[src/sv/assert_macros.svh]
// ----------------------------------------------------------------------------
// Assertion macros
// Clocked property checks with asynchronous active-low reset gating.
// ----------------------------------------------------------------------------
`ifndef ASSERT_MACROS_SVH
`define ASSERT_MACROS_SVH

`ifndef SYNTHESIS

// Property must hold at every rising edge outside reset
`define ASSERT_PROP(label, clk, rst_n, prop, msg) \
	label: assert property (@(posedge clk) disable iff (!rst_n) prop) else $error(msg);

// Condition must never be true outside reset
`define ASSERT_NEVER(label, clk, rst_n, expr, msg) \
	label: assert property (@(posedge clk) disable iff (!rst_n) !(expr)) else $error(msg);

`else

`define ASSERT_PROP(label, clk, rst_n, prop, msg)
`define ASSERT_NEVER(label, clk, rst_n, expr, msg)

`endif

`endif

[src/sv/u8dec_pkg.sv]
// ----------------------------------------------------------------------------
// u8dec_pkg
// Shared types, constants and helpers of the UTF-8 stream decoder.
// ----------------------------------------------------------------------------
package u8dec_pkg;

	// Field widths
	localparam int unsigned CODE_W = 21;
	localparam int unsigned BYTE_W = 8;

	// Default replacement code point ('?')
	localparam logic [CODE_W-1:0] REPL_RESET = 21'd63;

	// Byte classes
	localparam logic [1:0]        CONT_TAG     = 2'b10;
	localparam logic [BYTE_W-1:0] LEAD_3       = 8'hE0;
	localparam logic [BYTE_W-1:0] LEAD_4       = 8'hF0;
	localparam logic [BYTE_W-1:0] LEAD_INVALID = 8'hF8;

	// Code point limits
	localparam logic [CODE_W-1:0] MIN_2    = 21'h00080;
	localparam logic [CODE_W-1:0] MIN_3    = 21'h00800;
	localparam logic [CODE_W-1:0] MIN_4    = 21'h10000;
	localparam logic [CODE_W-1:0] MAX_CODE = 21'h10FFFF;
	localparam logic [CODE_W-1:0] SURR_LO  = 21'h0D800;
	localparam logic [CODE_W-1:0] SURR_HI  = 21'h0DFFF;

	// Form lengths in bytes
	localparam logic [2:0] FLEN_2 = 3'd2;
	localparam logic [2:0] FLEN_3 = 3'd3;
	localparam logic [2:0] FLEN_4 = 3'd4;

	// Controller states
	typedef enum logic [1:0] {
		ST_IDLE   = 2'b01,
		ST_REPLAY = 2'b10
	} state_t;

	// Controller to datapath
	typedef struct packed {
		logic step;       // run one decode step this cycle
		logic use_queue;  // step byte comes from the replay queue
		logic run_end;    // no more steps for the current item after this one
	} ctrl_cmd_t;

	// Datapath to controller
	typedef struct packed {
		logic can_push;   // output register can take a result this cycle
		logic q_more;     // replay queue nonempty after this step
		logic q_busy;     // replay queue nonempty now
	} ctrl_sts_t;

	function automatic logic is_cont(input logic [BYTE_W-1:0] b);
		return b[7:6] == CONT_TAG;
	endfunction

	function automatic logic [2:0] form_len(input logic [BYTE_W-1:0] lead);
		if (lead < LEAD_3) begin
			return FLEN_2;
		end
		if (lead < LEAD_4) begin
			return FLEN_3;
		end
		return FLEN_4;
	endfunction

endpackage

[src/sv/u8dec_ctrl.sv]
// ----------------------------------------------------------------------------
// u8dec_ctrl
// Sequencer: takes input items and runs the replay steps that follow them.
// ----------------------------------------------------------------------------
`include "assert_macros.svh"

module u8dec_ctrl
	import u8dec_pkg::*;
(
	input  logic      clk,
	input  logic      arst_n,
	input  logic      s_axis_tvalid,
	output logic      s_axis_tready,
	input  ctrl_sts_t sts,
	output ctrl_cmd_t cmd
);

	state_t state_q;
	state_t state_d;

	// Handshake and step commands
	always_comb begin
		s_axis_tready = (state_q == ST_IDLE) && sts.can_push;
		cmd           = '0;
		case (state_q)
			ST_IDLE: begin
				cmd.step      = s_axis_tvalid && sts.can_push;
				cmd.use_queue = 1'b0;
			end
			ST_REPLAY: begin
				cmd.step      = sts.can_push;
				cmd.use_queue = 1'b1;
			end
			default: begin
				cmd.step      = 1'b0;
				cmd.use_queue = 1'b0;
			end
		endcase
		cmd.run_end = cmd.step && !sts.q_more;
	end

	// Next state
	always_comb begin
		state_d = state_q;
		if (cmd.step) begin
			state_d = sts.q_more ? ST_REPLAY : ST_IDLE;
		end
	end

	always_ff @(posedge clk or negedge arst_n) begin
		if (!arst_n) begin
			state_q <= ST_IDLE;
		end else begin
			state_q <= state_d;
		end
	end

	`ASSERT_PROP(a_idle_queue_empty, clk, arst_n, (state_q == ST_IDLE) |-> !sts.q_busy, "idle with replay queue busy")
	`ASSERT_PROP(a_step_has_room, clk, arst_n, cmd.step |-> sts.can_push, "step without output room")
	`ASSERT_PROP(a_run_end_idle, clk, arst_n, (cmd.step && !sts.q_more) |=> (state_q == ST_IDLE), "not idle after run end")

endmodule

[src/sv/u8dec_datapath.sv]
// ----------------------------------------------------------------------------
// u8dec_datapath
// Decode step unit, held form bytes, replay queue, result hold and output
// register.
// ----------------------------------------------------------------------------
`include "assert_macros.svh"

module u8dec_datapath
	import u8dec_pkg::*;
(
	input  logic              clk,
	input  logic              arst_n,
	input  logic              cfg_we,
	input  logic [CODE_W-1:0] cfg_wdata,
	input  logic [7:0]        s_axis_tdata,
	input  logic              s_axis_tlast,
	output logic              m_axis_tvalid,
	input  logic              m_axis_tready,
	output logic [23:0]       m_axis_tdata,
	output logic              m_axis_tuser,
	output logic              m_axis_tlast,
	input  ctrl_cmd_t         cmd,
	output ctrl_sts_t         sts
);

	// Configuration
	logic [CODE_W-1:0] repl_q;

	// Decoder state
	logic [BYTE_W-1:0] pend_q [3];
	logic [1:0]        pc_q;
	logic              skip_q;

	// Replay queue
	logic [BYTE_W-1:0] qb_q [3];
	logic              qe_q [3];
	logic [1:0]        qn_q;

	// Result hold and output register
	logic              hold_v_q;
	logic              hold_done_q;
	logic              hold_rep_q;
	logic [CODE_W-1:0] hold_code_q;
	logic              m_valid_q;
	logic              m_rep_q;
	logic              m_last_q;
	logic [CODE_W-1:0] m_code_q;

	// Step signals
	logic [BYTE_W-1:0] cur_b;
	logic              cur_e;
	logic [2:0]        flen;
	logic [BYTE_W-1:0] tail [3];
	logic              bad;
	logic [CODE_W-1:0] dec;
	logic              dec_ok;
	logic              emit;
	logic              emit_rep;
	logic [CODE_W-1:0] emit_code;
	logic              skip_d;
	logic [1:0]        pc_d;
	logic              pend_we;
	logic [1:0]        pend_wi;
	logic              replay;
	logic [BYTE_W-1:0] qb_d [3];
	logic              qe_d [3];
	logic [1:0]        qn_d;
	logic [1:0]        rest_n;
	logic              can_push;
	logic              hold_flush;

	assign can_push   = !m_valid_q || m_axis_tready;
	assign hold_flush = hold_v_q && (hold_done_q || (cmd.step && emit));

	// Step byte source
	assign cur_b = cmd.use_queue ? qb_q[0] : s_axis_tdata;
	assign cur_e = cmd.use_queue ? qe_q[0] : s_axis_tlast;
	assign flen  = form_len(pend_q[0]);

	// Tail of a complete form: held bytes after the lead, then the step byte
	always_comb begin
		tail[0] = (pc_q >= 2'd2) ? pend_q[1] : cur_b;
		tail[1] = (pc_q == 2'd3) ? pend_q[2] : cur_b;
		tail[2] = cur_b;
		bad     = 1'b0;
		for (int i = 0; i < 3; i++) begin
			if ((2'(i) < pc_q) && !is_cont(tail[i])) begin
				bad = 1'b1;
			end
		end
	end

	// Value of a complete form and its range check
	always_comb begin
		case (flen)
			FLEN_2: begin
				dec    = {10'd0, pend_q[0][4:0], cur_b[5:0]};
				dec_ok = dec >= MIN_2;
			end
			FLEN_3: begin
				dec    = {5'd0, pend_q[0][3:0], pend_q[1][5:0], cur_b[5:0]};
				dec_ok = (dec >= MIN_3) && !((dec >= SURR_LO) && (dec <= SURR_HI));
			end
			default: begin
				dec    = {pend_q[0][2:0], pend_q[1][5:0], pend_q[2][5:0], cur_b[5:0]};
				dec_ok = (dec >= MIN_4) && (dec <= MAX_CODE);
			end
		endcase
	end

	// One decode step
	always_comb begin
		emit     = 1'b0;
		emit_rep = 1'b0;
		skip_d   = skip_q;
		pc_d     = pc_q;
		pend_we  = 1'b0;
		pend_wi  = pc_q;
		replay   = 1'b0;
		if (skip_q && is_cont(cur_b)) begin
			// swallowed continuation
			if (cur_e) begin
				skip_d = 1'b0;
			end
		end else begin
			skip_d = 1'b0;
			if (pc_q == 2'd0) begin
				if (!cur_b[7]) begin
					emit = 1'b1;
				end else if (is_cont(cur_b)) begin
					emit     = 1'b1;
					emit_rep = 1'b1;
					skip_d   = !cur_e;
				end else if (cur_b >= LEAD_INVALID) begin
					emit     = 1'b1;
					emit_rep = 1'b1;
				end else begin
					pend_we = 1'b1;
					pend_wi = 2'd0;
					pc_d    = 2'd1;
					if (cur_e) begin
						emit     = 1'b1;
						emit_rep = 1'b1;
						pc_d     = 2'd0;
					end
				end
			end else if (({1'b0, pc_q} + 3'd1) < flen) begin
				// form still incomplete
				pend_we = 1'b1;
				pc_d    = pc_q + 2'd1;
				if (cur_e) begin
					emit     = 1'b1;
					emit_rep = 1'b1;
					pc_d     = 2'd0;
				end
			end else begin
				pc_d     = 2'd0;
				emit     = 1'b1;
				emit_rep = bad || !dec_ok;
				replay   = bad;
			end
		end
		emit_code = emit_rep ? repl_q :
			((pc_q == 2'd0) ? {13'd0, cur_b} : dec);
	end

	// Replay queue update
	always_comb begin
		rest_n = cmd.use_queue ? (qn_q - 2'd1) : 2'd0;
		for (int i = 0; i < 3; i++) begin
			qb_d[i] = qb_q[i];
			qe_d[i] = qe_q[i];
		end
		qn_d = qn_q;
		if (cmd.step) begin
			if (replay) begin
				qn_d = pc_q + rest_n;
				case (pc_q)
					2'd2: begin
						qb_d[0] = tail[0]; qe_d[0] = 1'b0;
						qb_d[1] = tail[1]; qe_d[1] = cur_e;
						qb_d[2] = qb_q[1]; qe_d[2] = qe_q[1];
					end
					2'd3: begin
						qb_d[0] = tail[0]; qe_d[0] = 1'b0;
						qb_d[1] = tail[1]; qe_d[1] = 1'b0;
						qb_d[2] = tail[2]; qe_d[2] = cur_e;
					end
					default: begin
						qb_d[0] = tail[0]; qe_d[0] = cur_e;
						qb_d[1] = qb_q[1]; qe_d[1] = qe_q[1];
						qb_d[2] = qb_q[2]; qe_d[2] = qe_q[2];
					end
				endcase
			end else begin
				qn_d    = rest_n;
				qb_d[0] = qb_q[1]; qe_d[0] = qe_q[1];
				qb_d[1] = qb_q[2]; qe_d[1] = qe_q[2];
			end
		end
	end

	always_comb begin
		sts.can_push = can_push;
		sts.q_more   = qn_d != 2'd0;
		sts.q_busy   = qn_q != 2'd0;
	end

	// Control registers
	always_ff @(posedge clk or negedge arst_n) begin
		if (!arst_n) begin
			repl_q      <= REPL_RESET;
			pc_q        <= 2'd0;
			skip_q      <= 1'b0;
			qn_q        <= 2'd0;
			hold_v_q    <= 1'b0;
			hold_done_q <= 1'b0;
			m_valid_q   <= 1'b0;
		end else begin
			if (cfg_we) begin
				repl_q <= cfg_wdata;
			end
			if (cmd.step) begin
				pc_q   <= pc_d;
				skip_q <= skip_d;
			end
			qn_q <= qn_d;
			// hold: newest result, flushed when the next one arrives or the run ends
			if (cmd.step && emit) begin
				hold_v_q    <= 1'b1;
				hold_done_q <= cmd.run_end;
			end else if (hold_flush && can_push) begin
				hold_v_q    <= 1'b0;
				hold_done_q <= 1'b0;
			end else if (cmd.step && cmd.run_end) begin
				hold_done_q <= hold_v_q;
			end
			// output register
			if (can_push) begin
				m_valid_q <= hold_flush;
			end
		end
	end

	// Payload registers
	always_ff @(posedge clk) begin
		if (cmd.step && pend_we) begin
			pend_q[pend_wi] <= cur_b;
		end
		for (int i = 0; i < 3; i++) begin
			qb_q[i] <= qb_d[i];
			qe_q[i] <= qe_d[i];
		end
		if (cmd.step && emit) begin
			hold_code_q <= emit_code;
			hold_rep_q  <= emit_rep;
		end
		if (can_push && hold_flush) begin
			m_code_q <= hold_code_q;
			m_rep_q  <= hold_rep_q;
			m_last_q <= hold_done_q;
		end
	end

	assign m_axis_tvalid = m_valid_q;
	assign m_axis_tdata  = {3'd0, m_code_q};
	assign m_axis_tuser  = m_rep_q;
	assign m_axis_tlast  = m_last_q;

	`ASSERT_NEVER(a_skip_no_form, clk, arst_n, skip_q && (pc_q != 2'd0), "skipping while a form is held")
	`ASSERT_PROP(a_done_needs_hold, clk, arst_n, hold_done_q |-> hold_v_q, "run end marked on empty hold")
	`ASSERT_PROP(a_held_lead_ok, clk, arst_n, (pc_q != 2'd0) |-> ((pend_q[0][7:6] == 2'b11) && (pend_q[0] < LEAD_INVALID)), "held byte is not a valid lead")

endmodule

[src/sv/utf8_stream_decoder.sv]
// ----------------------------------------------------------------------------
// utf8_stream_decoder
// UTF-8 byte stream to code point stream, with configurable replacement code.
// ----------------------------------------------------------------------------
// Takes one byte per cycle and gives code points, one result per cycle at
// most. A byte is taken only when the replay queue is empty and the output
// side can move. A byte that completes a form with a bad tail puts the tail
// bytes (up to three, itself included) back into the queue, and each of them
// then goes through the shared decode step again; a replayed byte may in
// turn complete a shorter form with a bad tail. Each result sits in a hold
// register until it is known whether it ends its item's run (tlast): the last
// result of an item moves on to the output register when the output can
// move, while an earlier result of the same item waits in the hold register
// for the next one. Bytes that only complete part of a form without tlast,
// or are swallowed, give no result. The replacement code may only be
// written while no item is in flight.

module utf8_stream_decoder
	import u8dec_pkg::*;
(
	input  logic              clk,
	input  logic              arst_n,
	// configuration
	input  logic              cfg_we,
	input  logic [CODE_W-1:0] cfg_wdata,      // replacement_code
	// byte input
	input  logic              s_axis_tvalid,
	output logic              s_axis_tready,
	input  logic [7:0]        s_axis_tdata,   // [7:0] in_byte
	input  logic              s_axis_tlast,   // end_of_string
	// code point output
	output logic              m_axis_tvalid,
	input  logic              m_axis_tready,
	output logic [23:0]       m_axis_tdata,   // [20:0] code_point, [23:21] zero
	output logic              m_axis_tuser,   // [0] is_replacement
	output logic              m_axis_tlast    // last_of_run
);

	ctrl_cmd_t cmd;
	ctrl_sts_t sts;

	u8dec_ctrl u_ctrl (
		.clk           (clk),
		.arst_n        (arst_n),
		.s_axis_tvalid (s_axis_tvalid),
		.s_axis_tready (s_axis_tready),
		.sts           (sts),
		.cmd           (cmd)
	);

	u8dec_datapath u_dp (
		.clk           (clk),
		.arst_n        (arst_n),
		.cfg_we        (cfg_we),
		.cfg_wdata     (cfg_wdata),
		.s_axis_tdata  (s_axis_tdata),
		.s_axis_tlast  (s_axis_tlast),
		.m_axis_tvalid (m_axis_tvalid),
		.m_axis_tready (m_axis_tready),
		.m_axis_tdata  (m_axis_tdata),
		.m_axis_tuser  (m_axis_tuser),
		.m_axis_tlast  (m_axis_tlast),
		.cmd           (cmd),
		.sts           (sts)
	);

endmodule
[config.mk]
export PLATFORM = sky130hd
export DESIGN_NAME = utf8_stream_decoder
export DESIGN_NICKNAME = d
export VERILOG_FILES = /design/src/sv/u8dec_pkg.sv /design/src/sv/u8dec_ctrl.sv /design/src/sv/u8dec_datapath.sv /design/src/sv/utf8_stream_decoder.sv
export VERILOG_INCLUDE_DIRS = /design/src /design/src/sv
export SDC_FILE = /design/constraint.sdc
export NUM_CORES = 1
export LEC_CHECK = 0
export BUFFER_PORTS_ARGS = -buffer_cell sky130_fd_sc_hd__buf_2
export CAP_MARGIN = 20
export CORE_ASPECT_RATIO = 0.8
export CORE_UTILIZATION = 59
export DETAILED_ROUTE_END_ITERATION = 10
export GPL_ROUTABILITY_DRIVEN = 0
export PLACE_DENSITY = 0.8
export RECOVER_POWER = 25
export SYNTH_ARGS = -nofsm -noshare
export SYNTH_HDL_FRONTEND = slang
export SYNTH_SLANG_ARGS = --single-unit
[constraint.sdc]
create_clock -name clk -period 4.95 [get_ports clk]
set_input_delay 0.2475 -clock clk [delete_from_list [all_inputs] [get_ports clk]]
set_output_delay 0.2475 -clock clk [all_outputs]
set_load 0.01 [all_outputs]
==> run_results.csv, run 1 <==
group,metric,value,unit
floorplanning,fp.coreArea,9650,sq um
setup_path,cp-start-kind,"flip-flop",
finish,area_growth,18.1,%
timing,period_needed,3.86,ns
global_routing,grt_pass1_vias,3725,
synthesis,ys_seq_area_frac,0.625,
detailed_routing,wl_per_cell,18.8,microns
finish,fin_util,0.718,
timing,tightest_slew,1.85,ns
detailed_routing,via_count,3880,
detailed_routing,viasPerCell,5.88,
synthesis,avgSynthCellArea,13.2,sq um
finish,mostFrequentLayoutCell,"edfxtp_1",
synthesis,synthTopCellsByArea,"edfxtp_1 (49%), dfrtp_1 (10%), mux2_2 (5.9%)",
setup_path,worstSetupEndpointType,"flip-flop",
detailed_routing,antenna_left,0,
synthesis,yosysTopAreaCell,"edfxtp_1",
min_path,hp-start,"cfg_wdata[17]",
finish,drive_gt1_frac,0.288,
synthesis,yosys.area.top_type_share,0.491,
outcome,violations,"capacitance limit, slew limit",
clocking,h-tree-depth,4,
power_and_ir_drop,p_leak,2.61,nW
timing,maxSlewViolCount,32,
synthesis,ys_ff_latch,127,
clocking,clock_path_buffers,2,
timing,clock_skew,0.0136,ns
setup_path,path_buf_inv,4,
outcome,status,"finished with violations",
synthesis,ys_types,65,
synthesis,synth-edff-count,96,
setup_path,required,5.04,ns
power_and_ir_drop,power.density,368,nW/um^2
timing,setup_viol,0,
synthesis,async_flop_share,0.244,
min_path,hold_path_class,"primary input to flip-flop",
floorplanning,die_area,10400,sq um
finish,mostFrequentLayoutCells,"edfxtp_1 (96), buf_2 (57), nor2_1 (34), o21ai_0 (34), mux2_2 (31)",
setup_path,worstSetupPathType,"flip-flop to flip-flop",
synthesis,synth-main-ff-cell,"edfxtp_1",
power_and_ir_drop,peakVddDrop,287,uV
synthesis,syn_area,5870,sq um
setup_path,slowest_delay,0.77,ns
detailed_routing,drt-total-wl,12400,microns
finish,fin_area,6930,sq um
finish,insertedDiodeCount,0,
setup_path,cp_num_cells,11,
setup_path,slowest_stage,"ha_1",
global_routing,antenna_found_initial,0,
clocking,worstSkewPairLatency,0.42,ns
clocking,clkTransAtPathRegs,0.06,ns
finish,layout.nets,554,
setup_path,arrival,3.95,ns
setup_path,r2r_slack,1.09,ns
timing,clock.fmax,259,MHz
synthesis,synthCells,445,
timing,relSlewSlack,-0.232,
min_path,min_to,"u_dp.repl_q[17]",
global_routing,grt_max_degree,37,
detailed_routing,drtPass1Iterations,5,
setup_path,cp_max_fo,27,
flow_run,drv_cap,1,
floorplanning,ios,63,
timing,hold_viol,0,
clocking,cts_made_buffers,17,
setup_path,r2r.worst_path.cells,11,
global_routing,grt_pass1_wl,19900,microns
clocking,ctsResizeCount,0,
power_and_ir_drop,total_power,2.55,mW
placed_design,portBuffers,59,
setup_path,rr_startpoint,"u_ctrl.state_q[0]",
placed_design,postPlaceCellArea,6300,sq um
setup_path,crit_family,"buffers and inverters",
timing,rsz0062_at_grt,"no",
floorplanning,die-width,114,microns
detailed_routing,drt_iter0_markers,344,
clocking,clkSinkCount,127,
global_routing,grt.total_usage,0.261,
min_path,holdPathStages,2,
setup_path,worstPathCellList,"inv_1, ha_1, a21oi_1, or3_1, inv_2, nand3_1, a221oi_4, buf_4, o21ai_1, nor2_2, buf_4",
global_routing,grt_remaining_overflow,0,
clocking,ctsRootBufferMaster,"clkbuf_16",
timing,setup_tns,0,ns
floorplanning,fp-row-count,32,
setup_path,regToRegEndpoint,"u_dp.m_code_q[17]",
detailed_routing,route.detailed.drc,0,
clocking,tritoncts,"built",
timing,fin_crit_sh,0.781,
floorplanning,start_util,0.608,
placed_design,hpwl,8420,microns
setup_path,cp_common_cell,"buf_4",
synthesis,yosys_warnings,0,
floorplanning,dieHeight,91.2,microns
[where the power goes]
part | internal, mW | switching [mW] | total [mW]
registers | 1.16 | 0.0112 | 1.18
logic | 0.0413 | 0.0511 | 0.0924
clock network | 0.849 | 0.436 | 1.28
total | 2.05 | 0.498 | 2.55
[worst max path at each step]
stage | from | endpoint
CTS | u_ctrl.state_q[0] | u_dp.m_code_q[17]
floorplan | u_ctrl.state_q[0] | u_dp.m_axis_tlast
detailed placement | u_ctrl.state_q[0] | u_dp.m_code_q[16]
finish | u_ctrl.state_q[0] | u_dp.m_code_q[17]
global placement | u_ctrl.state_q[0] | u_dp.m_code_q[18]
global route | u_ctrl.state_q[0] | u_dp.m_code_q[17]
[cell type report]
class,count,area (sq um)
clock inverters,12,166
inverters,21,81.3
multi-input cells,275,2020
flip-flops and latches,127,3670
fillers,627,2720
repair buffers,69,374
well taps,136,170
clock buffers,20,447
[worst reg2reg max path, delay by kind of cell (launching register included)]
| kind | cells | cell delay [ns] |
|---|---|---|
| buf+inv | 4 | 1.02 |
| simple gates | 3 | 0.90 |
| fa+ha+maj | 1 | 0.77 |
| compound gates | 3 | 0.47 |
| flops | 1 | 0.37 |
[metrics by stage]
stage / cells / setup WS (ns) / hold WS (ns)
finish: 660 / 1.09 / 0.0617
global route: 660 / 0.806 / 0.0614
CTS: 659 / 1.09 / 0.0499
detailed placement: 626 / 1.13 / 0.354
global placement: 626 / 1.27 / 0.341
floorplan: 447 / 0.457 / -0.0481
[per-layer routing]
layer,share of wire,vias up,track usage
met2,0.45,168,0.390
met1,0.47,1896,0.374
met4,0.018,0,0.0976
met5,0,-,0
li1,-,1789,-
met3,0.062,27,0.0628
[sequential cells by signal, summed over array words and instances (netlist names), 2 cells and up]
name / count
u_dp.qe_q: 3
u_dp.qn_q: 2
u_dp.qb_q: 24
u_dp.repl_q: 21
u_dp.pend_q: 24
u_dp.hold_code_q: 21
u_ctrl.state_q: 2
u_dp.pc_q: 2
u_dp.m_code_q: 21
[logic make-up (layout without fill, tap and decap cells)]
family | Yosys count | count (layout) | synth area share
multiplexers | 61 | 61 | 0.113
XOR/XNOR | 2 | 2 | 0.00299
AND/OR/NAND/NOR | 99 | 99 | 0.0921
other | 1 | 3 | 0.000639
flip-flops | 127 | 127 | 0.625
buffers and inverters | 45 | 122 | 0.0337
AO/OA/AOI/OAI | 102 | 102 | 0.116
adder cells (fa/ha/maj) | 8 | 8 | 0.0171
[Yosys cell counts, types with 8 or more instances]
master,instances
a21oi_1,26
clkbuf_1,12
o21ai_0,34
ha_1,8
nand2_1,21
mux2_1,11
mux2i_1,19
nor2_1,35
inv_1,18
edfxtp_1,96
o21ai_1,8
mux2_2,31
dfrtp_1,24
[repair_timing]
item	CTS	global route
setup endpoints to repair	0	0
endpoints found under the hold margin	24	0
hold buffers	1	0
buffers inserted	0	0
Power figures use the tool's default switching activity.
==> inputs of run 2 (changes only) <==
CORE_UTILIZATION = 53   (was 59)
PLACE_DENSITY = 0.76   (was 0.8)
clock period = 3.35 ns   (was 4.95 ns; I/O delays follow)
==> run_results.csv, run 2 (same netlist as run 1, synthesis figures left out) <==
group,metric,value,unit
outcome,status,"finished with violations",
outcome,violations,"capacitance limit, slew limit",
flow_run,drv_cap,1,
global_routing,grt.total_usage,0.255,
finish,n_fill_cell,717,
setup_path,cp_max_fo,19,
timing,clock_skew,0.00947,ns
setup_path,required,3.57,ns
detailed_routing,viasPerCell,5.73,
clocking,worstSkewPairLatency,0.42,ns
timing,maxSlewViolCount,32,
finish,mostFrequentLayoutCell,"edfxtp_1",
global_routing,grt_pass1_vias,3957,
detailed_routing,wl_per_cell,19.2,microns
detailed_routing,drt_iter0_markers,383,
power_and_ir_drop,pwr-share-seq,0.456,
finish,mostFrequentLayoutCells,"edfxtp_1 (96), buf_2 (58), nor2_1 (34), o21ai_0 (34), mux2_2 (31)",
power_and_ir_drop,switchingPower,752,uW
detailed_routing,antenna_left,0,
detailed_routing,drt-total-wl,13300,microns
placed_design,hpwl,8860,microns
floorplanning,die-width,120,microns
power_and_ir_drop,total_power,3.81,mW
floorplanning,start_util,0.560,
floorplanning,fp.coreArea,10500,sq um
power_and_ir_drop,p_clk_frac,0.503,
timing,rsz0062_at_grt,"no",
floorplanning,die_area,11500,sq um
timing,fin_crit_sh,0.935,
setup_path,worstSetupPathType,"flip-flop to flip-flop",
placed_design,postPlaceCellArea,6410,sq um
clocking,clkTransAtPathRegs,0.06,ns
clocking,clock_path_buffers,2,
power_and_ir_drop,peakVddDrop,488,uV
setup_path,arrival,3.35,ns
finish,layout.nets,585,
power_and_ir_drop,power.density,524,nW/um^2
clocking,ctsRootBufferMaster,"clkbuf_16",
detailed_routing,drtPass1Iterations,5,
finish,insertedDiodeCount,0,
timing,setup_tns,0,ns
global_routing,antenna_found_initial,0,
timing,tightest_slew,1.76,ns
global_routing,grt_pass1_wl,21200,microns
global_routing,grt_max_degree,37,
power_and_ir_drop,combPwrFrac,0.040,
setup_path,worstSetupEndpointType,"flip-flop",
setup_path,r2r_slack,0.22,ns
finish,drive_gt1_frac,0.292,
power_and_ir_drop,netSwitchingFraction,0.197,
clocking,tritoncts,"built",
power_and_ir_drop,internal-power,3.06,mW
setup_path,cp-start-kind,"flip-flop",
global_routing,grt_remaining_overflow,0,
clocking,clkSinkCount,127,
floorplanning,fp-row-count,33,
timing,relSlewSlack,-0.172,
finish,top_regs,"u_dp.pend_q: 24 flops, u_dp.qb_q: 24 flops",
detailed_routing,route.detailed.drc,0,
clocking,cts_made_buffers,17,
finish,area_growth,23.7,%
timing,clock.fmax,319,MHz
finish,fin_util,0.692,
detailed_routing,via_count,3979,
power_and_ir_drop,p_leak,2.75,nW
min_path,hold_path_class,"primary input to flip-flop",
placed_design,portBuffers,59,
timing,period_needed,3.13,ns
clocking,h-tree-depth,4,
timing,hold_viol,0,
floorplanning,ios,63,
finish,fin_area,7260,sq um
timing,setup_viol,0,
floorplanning,dieHeight,96.1,microns
run 2: changes by cell type in the layout (fill, tap and decap cells not counted), sizes merged:
cell	previous run	this run
buf	66	80
clkbuf	22	23
clkinv	6	2
clkinvlp	2	4
dlygate4sd3	1	19
run 2: metal layers:
layer / wire (microns) / GRT usage
met2: 6090 / 0.396
met3: 1100 / 0.0770
met1: 5940 / 0.332
met5: 0 / 0
met4: 174 / 0.119
run 2: layout make-up:
| type | count | area [sq um] | share of cell area |
|---|---|---|---|
| Multi-Input combinational cell | 275 | 2040 | 0.281 |
| Clock buffer | 22 | 454 | 0.0626 |
| Clock inverter | 10 | 164 | 0.0226 |
| Timing Repair Buffer | 100 | 674 | 0.0929 |
| Sequential cell | 127 | 3670 | 0.505 |
| Inverter | 21 | 83.8 | 0.0115 |
| Tap cell | 140 | 175 | 0.0241 |
run 2: power by group through the flow:
stage	sequential (mW)	combinational, mW	clock, mW
floorplan	1.76	0.0848	0
global placement	1.77	0.126	0
detailed placement	1.77	0.133	0
CTS	1.74	0.152	1.93
global route	1.74	0.171	2.00
finish	1.74	0.154	1.92
run 2: final timing paths:
path                       cells after the start                 from                   end
min reg2reg                                    0  u_dp.hold_code_q[6]      u_dp.m_code_q[6]
max                                           11         u_dp.pc_q[1]  u_dp.hold_code_q[11]
max in group asynchronous                      2               arst_n           u_dp.skip_q
min in group asynchronous                      2               arst_n       u_dp.repl_q[18]
max reg2reg                                   11         u_dp.pc_q[1]  u_dp.hold_code_q[11]
min                                            2         cfg_wdata[7]        u_dp.repl_q[7]
run 2: worst max-delay path, cell delays in order, from the launching register on:
cell	delay, ns
dfrtp_1	0.52
inv_1	0.14
ha_1	0.32
ha_1	0.20
or4b_4	0.51
o2bb2ai_4	0.27
a211o_2	0.20
a41oi_4	0.04
buf_12	0.17
nor2_8	0.14
inv_4	0.11
o31ai_1	0.31
run 2: per-stage QoR:
step                setup WS [ns]  hold slack [ns]  instances
floorplan                 -0.0380           -0.128        447
global placement            0.320            0.269        640
detailed placement          0.188            0.278        640
CTS                         0.166         0.000490        689
global route               0.0419           0.0110        695
finish                      0.216           0.0121        695
run 2: timing repair:
item / CTS / global route
buffers inserted: 0 / 4
endpoints found under the setup margin: 0 / 5
hold buffers: 17 / 2
gates resized for setup: 0 / 1
endpoints found under the hold margin: 40 / 2
==> inputs of run 3 (changes only) <==
CORE_ASPECT_RATIO = 1.1   (was 0.8)
CORE_UTILIZATION = 30   (was 53)
PLACE_DENSITY = 0.48   (was 0.76)
==> run_results.csv, run 3 (same netlist as run 1, synthesis figures left out) <==
group,metric,value,unit
clocking,clock_path_buffers,2,
setup_path,rr_startpoint,"u_ctrl.state_q[0]",
clocking,post_cts_buffers,0,
finish,mostFrequentLayoutCells,"edfxtp_1 (96), buf_2 (58), nor2_1 (34), o21ai_0 (34), mux2_2 (31)",
setup_path,worstSetupEndpointType,"flip-flop",
timing,fin_crit_sh,0.949,
global_routing,grt_pass1_vias,3687,
setup_path,cp_num_cells,11,
placed_design,postPlaceCellArea,6560,sq um
floorplanning,die-width,135,microns
floorplanning,start_util,0.306,
finish,mostFrequentLayoutCell,"edfxtp_1",
setup_path,cp-start-kind,"flip-flop",
setup_path,cp_max_fo,11,
flow_run,drv_cap,1,
clocking,clkTransAtPathRegs,0.05,ns
timing,period_needed,3.18,ns
timing,clock.fmax,315,MHz
global_routing,grt.total_usage,0.135,
clocking,clkSinkCount,127,
setup_path,slowest_delay,0.51,ns
global_routing,grt_pass1_wl,19900,microns
global_routing,grt_max_degree,37,
timing,maxSlewViolCount,32,
clocking,tritoncts,"built",
timing,layout_setup_ws,0.172,ns
timing,relSlewSlack,-0.198,
timing,clock_skew,0.0151,ns
timing,rsz0062_at_grt,"no",
setup_path,r2r.worst_path.cells,11,
finish,fin_area,7390,sq um
finish,insertedDiodeCount,0,
placed_design,post-place-ws,0.254,ns
clocking,ctsRootBufferMaster,"clkbuf_16",
detailed_routing,drt-total-wl,12700,microns
setup_path,required,3.64,ns
placed_design,portBuffers,59,
finish,area_growth,25.9,%
setup_path,worstPathCellList,"inv_1, ha_1, inv_1, nor2_1, ha_1, xor2_1, nand4b_1, a2111oi_0, a211oi_1, nand2b_1, o311a_1",
detailed_routing,drt_iter0_markers,236,
finish,fin_util,0.386,
setup_path,path_buf_inv,2,
clocking,worstSkewPairLatency,0.42,ns
detailed_routing,route.detailed.drc,0,
global_routing,grt_remaining_overflow,0,
outcome,status,"finished with violations",
global_routing,antenna_found_initial,0,
power_and_ir_drop,peakVddDrop,297,uV
power_and_ir_drop,p_leak,2.75,nW
floorplanning,dieHeight,149,microns
floorplanning,die_area,20100,sq um
clocking,cts_made_buffers,17,
detailed_routing,via_count,3742,
setup_path,crit_end,"u_dp.hold_done_q",
timing,tightest_slew,1.80,ns
floorplanning,fp.coreArea,19200,sq um
detailed_routing,wl_per_cell,15.8,microns
setup_path,r2r_slack,0.17,ns
finish,drive_gt1_frac,0.288,
floorplanning,fp-row-count,53,
setup_path,regToRegEndpoint,"u_dp.hold_done_q",
finish,layout.nets,585,
min_path,hold_path_class,"primary input to flip-flop",
setup_path,slowest_stage,"a2111oi_0",
clocking,h-tree-depth,4,
setup_path,crit_family,"compound AO/OA/AOI/OAI gates",
power_and_ir_drop,power.density,504,nW/um^2
floorplanning,ios,63,
placed_design,hpwl,9350,microns
timing,whs,0.0743,ns
detailed_routing,drtPass1Iterations,4,
timing,hold_viol,0,
setup_path,startpoint,"u_ctrl.state_q[0]",
finish,top_regs,"u_dp.pend_q: 24 flops, u_dp.qb_q: 24 flops",
setup_path,arrival,3.47,ns
detailed_routing,antenna_left,0,
timing,setup_viol,0,
detailed_routing,viasPerCell,4.67,
power_and_ir_drop,total_power,3.72,mW
outcome,violations,"capacitance limit, slew limit",
setup_path,worstSetupPathType,"flip-flop to flip-flop",
[run 3: cell count changes in the layout (fill, tap and decap cells not counted), moves of 3 or more]
cell,previous run,this run
clkbuf_8,1,4
bufinv_16,4,1
dlygate4sd3_1,19,22
buf_4,20,17
[run 3: power by group]
part           internal, mW  switching, mW
sequential             1.72         0.0167
clock                  1.19          0.650
combinational        0.0790         0.0739
[run 3: how the worst min path moves through the flow]
stage / endpoint / slack (ns) / start / cells past startpoint
finish: u_dp.m_axis_tvalid / 0.07 / m_axis_tready / 3
global route: u_dp.m_axis_tvalid / 0.1 / m_axis_tready / 3
CTS: u_dp.m_axis_tvalid / 0.06 / m_axis_tready / 3
detailed placement: u_dp.m_axis_tvalid / 0.30 / arst_n / 1
global placement: u_dp.m_axis_tvalid / 0.27 / arst_n / 1
floorplan: u_ctrl.state_q[1] / -0.13 / arst_n / 0
[run 3: stage by stage]
step | instances | TNS, ns
6_report | 802 | 0
5_1_grt | 802 | 0
4_1_cts | 802 | 0
3_5_place_dp | 748 | 0
3_3_place_gp | 748 | 0
2_1_floorplan | 447 | -0.608
[run 3: repair_timing]
action | 4_1_cts | 5_1_grt
hold buffers | 22 | 0
resized for setup | 0 | 0
endpoints found under the hold margin | 45 | 0
[run 3: worst min-delay path, stage by stage]
cell	delay [ns]
buf_2	0.08
nand2b_1	0.13
nand2_1	0.06
[run 3: cell type report]
| cell class | instances | area, sq um |
|---|---|---|
| clock buffers | 25 | 538 |
| clock inverters | 7 | 72.6 |
| fillers | 1805 | 11800 |
| inverters | 21 | 83.8 |
| multi-input cells | 275 | 2040 |
| flip-flops and latches | 127 | 3670 |
| well taps | 247 | 309 |
| repair buffers | 100 | 682 |
[run 3: per-layer routing]
layer / track usage / vias up / share of wire
li1: - / 1853 / -
met3: 0.0303 / 14 / 0.041
met4: 0.0674 / 0 / 0.014
met2: 0.218 / 82 / 0.48
met1: 0.168 / 1793 / 0.47
met5: 0 / - / 0
